### src/sv/iokc_pkg.sv
// iokc_pkg: shared types and constants of the insertion-order key cache
// holds the word structs of both channels, the action codes and the fsm states
// depends on nothing
package iokc_pkg;

    localparam int IOKC_CAPACITY   = 64;
    localparam int IOKC_KEY_BITS   = 64;
    localparam int IOKC_VALUE_BITS = 32;

    typedef enum logic [1:0] {
        ACT_INSERT     = 2'd0,
        ACT_LOOKUP     = 2'd1,
        ACT_INVALIDATE = 2'd2
    } t_action;

    typedef enum logic {
        ST_IDLE = 1'b0,
        ST_EXEC = 1'b1
    } t_state;

    typedef struct packed {
        logic [1:0]  action;
        logic [63:0] key;
        logic [31:0] value;
    } t_in_word;

    typedef struct packed {
        logic        hit;
        logic [31:0] value_out;
        logic        evicted;
        logic [63:0] evicted_key;
        logic [6:0]  occupancy;
    } t_out_word;

    // update strobes broadcast to every cell
    typedef struct packed {
        logic ins;
        logic inv;
    } t_cell_ctl;

endpackage

### src/sv/iokc_cell.sv
// iokc_cell: one entry of the cache chain, with its own key compare
// takes from its left neighbour on insert, from its right on invalidate
// depends on iokc_pkg
module iokc_cell
    import iokc_pkg::*;
#(
    parameter int KEY_BITS   = IOKC_KEY_BITS,
    parameter int VALUE_BITS = IOKC_VALUE_BITS
) (
    input  logic                  i_clk,
    input  logic                  i_rst_n,
    input  t_cell_ctl             i_ctl,
    input  logic [KEY_BITS-1:0]   i_cmp_key,
    input  logic                  i_left_valid,
    input  logic [KEY_BITS-1:0]   i_left_key,
    input  logic [VALUE_BITS-1:0] i_left_value,
    input  logic                  i_right_valid,
    input  logic [KEY_BITS-1:0]   i_right_key,
    input  logic [VALUE_BITS-1:0] i_right_value,
    input  logic                  i_seen,
    output logic                  o_seen,
    output logic                  o_match,
    output logic                  o_valid,
    output logic [KEY_BITS-1:0]   o_key,
    output logic [VALUE_BITS-1:0] o_value
);

    logic                  r_valid;
    logic [KEY_BITS-1:0]   r_key;
    logic [VALUE_BITS-1:0] r_value;
    logic                  w_take_left;
    logic                  w_take_right;

    assign o_match = r_valid && (r_key == i_cmp_key);
    assign o_seen  = i_seen || o_match;

    // insert: every cell up to and including the hit moves back one place
    assign w_take_left  = i_ctl.ins && !i_seen;
    // invalidate: the hit and every cell after it move forward one place
    assign w_take_right = i_ctl.inv && o_seen;

    always_ff @(posedge i_clk) begin
        if (!i_rst_n) begin
            r_valid <= 1'b0;
        end else if (w_take_left) begin
            r_valid <= i_left_valid;
        end else if (w_take_right) begin
            r_valid <= i_right_valid;
        end
    end

    always_ff @(posedge i_clk) begin
        if (w_take_left) begin
            r_key   <= i_left_key;
            r_value <= i_left_value;
        end else if (w_take_right) begin
            r_key   <= i_right_key;
            r_value <= i_right_value;
        end
    end

    assign o_valid = r_valid;
    assign o_key   = r_key;
    assign o_value = r_value;

endmodule

### config.mk
export PLATFORM = sky130hd
export DESIGN_NAME = iokc_cell
export DESIGN_NICKNAME = d
export VERILOG_FILES = /design/src/sv/iokc_pkg.sv /design/src/sv/iokc_cell.sv
export SDC_FILE = /design/constraint.sdc
export NUM_CORES = 1
export LEC_CHECK = 0
export ABC_CLOCK_PERIOD_IN_PS = 14200
export BUFFER_PORTS_ARGS = -buffer_cell sky130_fd_sc_hd__buf_2
export CAP_MARGIN = 0
export CORE_AREA = 2 2 140 142
export CTS_CLUSTER_SIZE = 16
export DETAILED_ROUTE_END_ITERATION = 12
export DIE_AREA = 0 0 142 144
export MAX_ROUTING_LAYER = met4
export PLACE_DENSITY = 0.54
export SLEW_MARGIN = 20
export SYNTH_ARGS = -nofsm -noshare
export SYNTH_HDL_FRONTEND = slang
export SYNTH_SLANG_ARGS = --single-unit
export TNS_END_PERCENT = 20
### constraint.sdc
create_clock -name i_clk -period 14.2 [get_ports i_clk]
set_clock_uncertainty 0.05 [all_clocks]
set_input_delay 2.84 -clock i_clk [delete_from_list [all_inputs] [get_ports i_clk]]
set_output_delay 2.84 -clock i_clk [all_outputs]
set_load 0.02 [all_outputs]
# Yosys cells after proc, flatten, opt, wreduce, memory -nomap -nowiden
# Index checks and enable logic that the tools add are counted.
[word_totals] ff_bits=97 input_bits=263 elab_cells=16
[op_classes] eq_ne=1 mux=6 n_reduce_logical=6
[ops] cell="64-bit two-way mux" n=2
[ops] cell="64-bit == test" n=1
[ops] cell="32-bit two-way mux" n=2
[ops] cell="1-bit logical AND" n=3
[ops] cell="1-bit two-way mux" n=2
[ops] cell="2-bit nonzero test" n=1
[ops] cell="1-bit zero test" n=1
[ops] cell="1-bit logical OR" n=1

# Depth between registers and ports, before layout
# Gate-level depths: netlist (run 1).
[logic_depth] depth_word=6 mapped_depth=6 mapped_depth_nobuf=5

# Worst setup path after synthesis (run 1)
# Ideal clock, no wire load.
[synth_path] path_kind="input -> register" from="input port i_cmp_key[19]" to="register r_key[0], in the netlist o_key[0], enable pin" setup_time_ps=562 t_arrival_ps=7913 required_time_ps=13588 slack_ps=5675 stages=5 path_cell_list="nand2b_1 or3b_1 nor4_2 nand4_1 o21ai_1"
[synth_between] elab_chain_len=5
[synth_rtl] element="start, declared" line_no="iokc_cell.sv:13" source="input logic [KEY_BITS-1:0] i_cmp_key,"
[synth_rtl] element="64-bit == test" line_no="iokc_cell.sv:34" source="assign o_match = r_valid && (r_key == i_cmp_key);"
[synth_rtl] element="1-bit logical AND" line_no="iokc_cell.sv:34"
[synth_rtl] element="1-bit logical OR" line_no="iokc_cell.sv:35" source="assign o_seen = i_seen || o_match;"
[synth_rtl] element="1-bit logical AND" line_no="iokc_cell.sv:40" source="assign w_take_right = i_ctl.inv && o_seen;"
[synth_rtl] element="2-bit nonzero test (no line)"
[synth_rtl] element="end signal, assigned" line_no="iokc_cell.sv:54" source="r_key <= i_left_key;"
[synth_rtl] element="end signal, assigned" line_no="iokc_cell.sv:57" source="r_key <= i_right_key;"
[synth_rtl] element="end, declared" line_no="iokc_cell.sv:29" source="logic [KEY_BITS-1:0] r_key;"
# Every way passes these cells.
# A chain may end at the register's enable or synchronous reset.

# Final worst setup path (run 1)
[layout_path] from="input port i_cmp_key[3]" to="output port o_seen"
[layout_between] elab_chain_len=3
[layout_rtl] element="64-bit == test" line_no="iokc_cell.sv:34"
[layout_rtl] element="1-bit logical AND" line_no="iokc_cell.sv:34"
[layout_rtl] element="1-bit logical OR" line_no="iokc_cell.sv:35"
[layout_rtl] element="end, declared" line_no="iokc_cell.sv:21" source="output logic o_seen,"
# Every way passes these cells.

==> out/results.md, run 1 <==
| Quantity | Reported |
|:---|:---|
| Result of the run | finished clean |
| Global-route wire length before repair | 21600 µm |
| Power density normalized to cell area | 109 nW/µm² |
| Overall die width | 142 µm |
| Clock tree root driver cell | clkbuf_16 |
| R2R setup slack | 11.05 ns |
| Number of instances on the worst hold path | 3 |
| CTS max path bufs | 2 |
| Via/cell ratio | 4.39 |
| Final Critical Period | 7.76 ns |
| Growth of design area from synthesis to finish | 48.3% |
| Vias in the first global route | 4237 |
| DR pass1 iterations | 4 |
| Port Buf Inserts | 361 |
| WL final | 15300 µm |
| Number of antenna violations at the first check in global routing | 0 |
| Maximum resistive drop on vdd | 0.0552 mV |
| Synthesized area | 4940 µm² |
| Required @ worst endpoint | 11.31 ns |
| Core Util, Final | 38.4% |
| Final TNS setup | 0 ns |
| Post-detailed-route count of antenna-violating nets | 0 |
| Via count | 4098 |
| CTS tree | done |
| Area of combinational cells with multiple inputs | 1980 µm² |
| Area used by sequential logic in the layout | 2900 µm² |
| Placeable core region | 19100 µm² |
| Die Outline Area | 20400 µm² |
| Average instance area after synthesis | 15.1 µm² |
| Pin count of the biggest net entering global routing | 51 |
| RSZ-0062 raised after global routing | false |
| Max-slew violation count | 0 |
| Synthesized instance count | 327 |
| Part of the Yosys area used for sequential elements | 58.8% |
| Biggest fanout along the worst timing path | 4 |
| Placed wire-length estimate | 12600 µm |
| Quantity of gates resized following cts | 0 |
| #FFs+latches synth | 97 |
| Final GP Congestion | 0.873 |
| Count of synthesis-stage warnings from yosys | 0 |
| Residual overflow from global routing | 0 |
| Number of buffers created by CTS | 9 |
| DR iter-0 viols | 109 |
| CP Class | in -> out |
| Height of the die | 144 µm |
| Tightest slew margin relative to the limit | 51.0% |
| Total Nets Final | 954 |
| TritonCTS sink count | 97 |
| Fraction of final layout cells sized beyond drive strength 1 | 55.0% |
| Fmax achieved | 129 MHz |
| Worst reg2reg endpoint | o_key[38] |
| Final hold violation count | 0 |
| Number of standard-cell rows in the floorplan | 51 |
| WHS Endpoint | o_valid |
| Worst EP arrival | 4.87 ns |
| Routed length per instance | 16.3 µm |
| Reg-to-reg critical path startpoint | o_key[3] |
| Count of maximum capacitance violations | 0 |
| Setup Buffers After CTS | 0 |
| Clock network latency to the later pin of the worst-skew pair | 0.34 ns |
| Clock edge transition at the registers on the reported setup and hold paths | 0.06 ns |
| Type of origin of the critical path | input pin |
| Count of different cell masters after synthesis | 29 |
| Cell depth of the worst flop-to-flop path | 6 |
| DRC | 0 |
| Number of endpoints failing setup at the final stage | 0 |
| All-Layer GR Usage | 14.5% |
| Deepest level of the CTS H-tree | 3 |
| Crit. End Element | output port |
| Final worst path period share | 54.6% |
| Class of the tightest hold or removal check | reg -> reg |
| Ant. Diodes | 0 |
| Commonest non-fill, non-tap cell in the layout | buf_2 |
| Cts hold-fix bufs | 0 |
| Hold Path Origin | o_valid |
| Syn Nets | 590 |
| Filler Cells Inserted | 1850 |
| Standby leakage power | 3.15 nW |
| Transition time of the tightest slew-check pin | 0.728 ns |
| Effective utilization at floorplan | 25.9% |
| Most frequent cells in the layout | buf_2 (361), mux2_1 (96), edfxtp_1 (96) |
| IO Count | 362 |
-- Yosys cell counts --
cell	number	area share (%)
a21boi_1	1	0.15
nor3_1	1	0.10
edfxtp_1	96	58
nor4_1	5	0.63
dfxtp_1	1	0.41
o2111ai_1	1	0.18
xnor2_1	53	9.4
nor2_1	2	0.15
o211ai_1	1	0.15
o21bai_1	1	0.15
o22ai_1	2	0.25
inv_1	6	0.46
a22o_1	1	0.18
nand4_1	20	2.5
nor4_2	1	0.25
buf_2	11	1.1
a21oi_1	1	0.10
nor2b_1	2	0.25
xor2_1	3	0.53
nand3_1	3	0.30
o21ai_1	1	0.10
nand3b_1	1	0.15
o21a_1	1	0.15
nand2b_1	10	1.3
mux2_1	96	22
nor3_2	1	0.20
or3b_1	1	0.18
nor3b_1	1	0.15
nand2_1	3	0.23
-- cell families after synthesis --
kind of cell / synth area share, %
flops: 58.8
simple gates: 6.41
xor+xnor: 9.93
compound gates: 1.42
mux: 21.9
buf+inv: 1.57
-- critical path, stage by stage --
cell and delay (ns):
buf_2 0.10, xnor2_1 0.19, nand4_1 0.24, nor4_1 0.61
nand4_1 0.43, o21bai_1 0.26, buf_2 0.20
-- where the power goes --
part           switching [W]  internal [W]  total, W
logic               0.000102     0.0000810  0.000183
registers          0.0000192      0.000355  0.000374
clock network       0.000107      0.000136  0.000243
-- layer usage --
layer  track usage (%)  part of all wire, %  vias up
met5                 -                    0        -
met4              4.63                  1.6        0
met3              3.41                  6.4       17
met2              25.5                   52      216
met1              16.3                   40     1895
li1                  -                    -     1970
-- how the worst max path moves through the flow --
stage / from / end / slack (ns) / depth (start not counted)
after floorplan: i_cmp_key[19] / o_key[0] / 5.67 / 5
after global placement: i_cmp_key[3] / o_seen / 6.26 / 7
after detailed placement: i_cmp_key[3] / o_seen / 6.25 / 7
after CTS: i_cmp_key[3] / o_seen / 6.25 / 7
after global routing: i_cmp_key[3] / o_seen / 6.26 / 7
final: i_cmp_key[3] / o_seen / 6.44 / 7
-- flip-flops by register name, indices dropped and copies added (netlist names) --
signal	count
o_value	32
o_valid	1
o_key	64
-- metrics by stage --
stage | hold WS (ns) | total power [W] | cell area [µm²] | worst slack [ns] | instances
2_1_floorplan | 0.580 | 0.000479 | 4940 | 5.67 | 327
3_3_place_gp | 0.518 | 0.000563 | 7030 | 6.26 | 918
3_5_place_dp | 0.539 | 0.000565 | 7030 | 6.25 | 918
4_1_cts | 0.552 | 0.000815 | 7330 | 6.25 | 934
5_1_grt | 0.578 | 0.000840 | 7330 | 6.26 | 934
6_report | 0.558 | 0.000800 | 7330 | 6.44 | 934
-- final cells by class --
type                            instances  share of cell area, %
Sequential cell                        97                   39.6
Clock buffer                            9                   3.07
Multi-Input combinational cell        213                   27.0
Tap cell                              238                   4.06
Clock inverter                          7                  0.974
Inverter                                6                  0.307
Timing Repair Buffer                  364                   25.0
Power figures use the tool's default switching activity.
==> run 2, diff against run 1 <==
Settings changed: ABC_CLOCK_PERIOD_IN_PS 14200 to 6800, CORE_AREA 2 2 140 142 to 2 2 141 143, DIE_AREA 0 0 142 144 to 0 0 143 145, PLACE_DENSITY 0.54 to 0.55.
Clock period 14.2 ns to 6.8 ns, I/O delays scaled along.
==> run 2 against run 1 <==
Compared with the run above:
- clock-buffer cell count unchanged
- global-route usage increased by 0.41 points
- clock power increased by 110%
- wire length decreased by 0.30%
- power increased by 110%
- critical path depth unchanged
- worst hold slack got worse by 0.015 ns
- setup slack got worse by 4.3 ns
- first-iteration DRC count increased by 3.7%
- core utilization decreased by 0.11 points
- via count decreased by 1.1%
- largest cell class unchanged
==> out/results.md, run 2 (synthesis gave the netlist of run 1 again) <==
| Quantity | Reported | vs previous |
|:---|:---|:---|
| Result of the run | finished clean | unchanged |
| Required @ worst endpoint | 5.39 ns | was 11.31 ns |
| Port Buf Inserts | 361 | unchanged |
| Hold Path Origin | o_valid | unchanged |
| Placeable core region | 19200 µm² | was 19100 µm² |
| Worst path top cell family by delay | simple AND/OR/NAND/NOR gates | unchanged |
| Cts hold-fix bufs | 0 | unchanged |
| Cell count after placement | 945 | was 918 |
| Final TNS setup | 0 ns | unchanged |
| Final Critical Period | 4.61 ns |  |
| Transition time of the tightest slew-check pin | 0.945 ns | was 0.728 ns |
| Number of flip-flops in the largest register | 64 | unchanged |
| Quantity of gates resized following cts | 0 | unchanged |
| Number of instances on the worst hold path | 3 | unchanged |
| Placed wire-length estimate | 12400 µm | was 12600 µm |
| DRC | 0 | unchanged |
| Number of standard cells in the layout, taps in and fillers out | 960 | was 934 |
| Crit. End Element | output port | unchanged |
| Number of antenna violations at the first check in global routing | 0 | unchanged |
| Final hold violation count | 0 | unchanged |
| Pin count of the biggest net entering global routing | 72 | was 51 |
| CTS max path bufs | 2 | unchanged |
| Cell count along the critical path | 7 | unchanged |
| Number of endpoints failing setup at the final stage | 0 | unchanged |
| Class of the tightest hold or removal check | reg -> reg | unchanged |
| Start point of the critical path | i_cmp_key[46] | was i_cmp_key[3] |
| Ant. Diodes | 0 | unchanged |
| Deepest level of the CTS H-tree | 3 | unchanged |
| IO Count | 362 | unchanged |
| Clock edge transition at the registers on the reported setup and hold paths | 0.07 ns | was 0.06 ns |
| Via/cell ratio | 4.22 | was 4.39 |
| Cell-by-cell trace of the critical path | buf_2, xnor2_1, nand4_1, nor4_1, nand4_1, o21bai_1, buf_2 | unchanged |
| Die Outline Area | 20700 µm² | was 20400 µm² |
| Number of standard-cell rows in the floorplan | 51 | unchanged |
| Global-route wire length before repair | 22500 µm | was 21600 µm |
| Standby leakage power | 3.14 nW | was 3.15 nW |
| Power density normalized to cell area | 228 nW/µm² | was 109 nW/µm² |
| Commonest non-fill, non-tap cell in the layout | buf_2 | unchanged |
| Worst path buffer plus inverter count | 2 | unchanged |
| Height of the die | 145 µm | was 144 µm |
| Count of maximum capacitance violations | 0 | unchanged |
| All-Layer GR Usage | 14.9% | was 14.5% |
| WL final | 15200 µm | was 15300 µm |
| Total Nets Final | 954 | unchanged |
| Most frequent cells in the layout | buf_2 (361), mux2_1 (96), edfxtp_1 (96) | unchanged |
| Filler Cells Inserted | 1907 | was 1850 |
| Cell depth of the worst flop-to-flop path | 6 | unchanged |
| Cell with the biggest individual delay on the critical path | nor4_1 | unchanged |
| Residual overflow from global routing | 0 | unchanged |
| DR pass1 iterations | 6 | was 4 |
| Growth of design area from synthesis to finish | 48.9% | was 48.3% |
| Tightest slew margin relative to the limit | 37.0% | was 51.0% |
| Overall die width | 143 µm | was 142 µm |
| Final GP Congestion | 0.775 | was 0.873 |
| CTS tree | done | unchanged |
| Worst EP arrival | 3.20 ns | was 4.87 ns |
| Fraction of final layout cells sized beyond drive strength 1 | 55.0% | about the same |
| Biggest cell delay along the critical path | 0.51 ns | was 0.61 ns |
| Clock network latency to the later pin of the worst-skew pair | 0.34 ns | about the same |
| Effective utilization at floorplan | 25.7% | was 25.9% |
| TritonCTS sink count | 97 | unchanged |
| DR iter-0 viols | 113 | was 109 |
| Clock tree root driver cell | clkbuf_16 | unchanged |
| Via count | 4053 | was 4098 |
| Biggest fanout along the worst timing path | 4 | unchanged |
| Post-detailed-route count of antenna-violating nets | 0 | unchanged |
| Maximum resistive drop on vdd | 0.106 mV | was 0.0552 mV |
| Routed length per instance | 15.8 µm | was 16.3 µm |
| Vias in the first global route | 4264 | was 4237 |
| Setup Buffers After CTS | 0 | unchanged |
| Fmax achieved | 217 MHz |  |
| Type of origin of the critical path | input pin | unchanged |
| Final worst path period share | 67.8% |  |
| Reg-to-reg critical path startpoint | o_key[46] | was o_key[3] |
| Max-slew violation count | 0 | unchanged |
| RSZ-0062 raised after global routing | false | unchanged |
| Number of buffers created by CTS | 9 | unchanged |
| CP Class | in -> out | unchanged |
## run 2: cell types whose count changed in the layout (fill, tap and decap cells not counted)
cell,change
clkinv_2,-1
clkinv_4,-2
inv_6,+2
## run 2: report_power, final
| group | internal (W) | leakage (nW) | switching (W) |
|---|---|---|---|
| Sequential | 0.000740 | 0.938 | 0.0000382 |
| Clock | 0.000285 | 0.136 | 0.000231 |
| Combinational | 0.000169 | 2.07 | 0.000212 |
| Total | 0.00119 | 3.14 | 0.000481 |
## run 2: metrics by stage
step	total power, W	setup slack [ns]	hold slack (ns)	cell area (µm²)	utilization [%]
3_5_place_dp	0.00118	1.95	0.524	7060	36.8
6_report	0.00168	2.19	0.542	7350	38.3
4_1_cts	0.00170	1.96	0.539	7350	38.3
2_1_floorplan	0.000998	1.59	0.580	4940	-
5_1_grt	0.00176	1.96	0.599	7350	38.3
3_3_place_gp	0.00118	1.97	0.526	7060	36.8
## run 2: worst paths after layout
kind,slack (ns),endpoint
worst min register to register,0.54,o_valid
worst max-delay path,2.19,o_seen
worst min-delay path,0.54,o_valid
worst max register to register,3.83,o_value[22]
## run 2: layout make-up
type                       instances  area [µm²]  share of cell area [%]
timing repair buffer             364        1830                    24.9
multi-input combinational        213        1980                    26.9
inverter                           6        22.5                   0.306
sequential                        97        2900                    39.5
clock buffer                       9         225                    3.06
clock inverter                     6        66.3                   0.902
tap                              265         332                    4.51
## run 2: worst min-delay path: cells and delay by family, from the launching register on
kind                   cells  cell delay, ns
DFF                        1            0.34
AOI/OAI and AO/OA          2            0.14
buffers and inverters      1            0.06
## run 2: routing by layer
layer  share of wire, %  global-route usage (%)  routed length, µm  vias up
met4                2.8                    6.49                429        0
met3                8.2                    3.30               1250       30
li1                   -                       -                  -     1971
met2                 49                    24.7               7410      222
met1                 40                    17.2               6120     1830
met5                  0                       -                  0        -
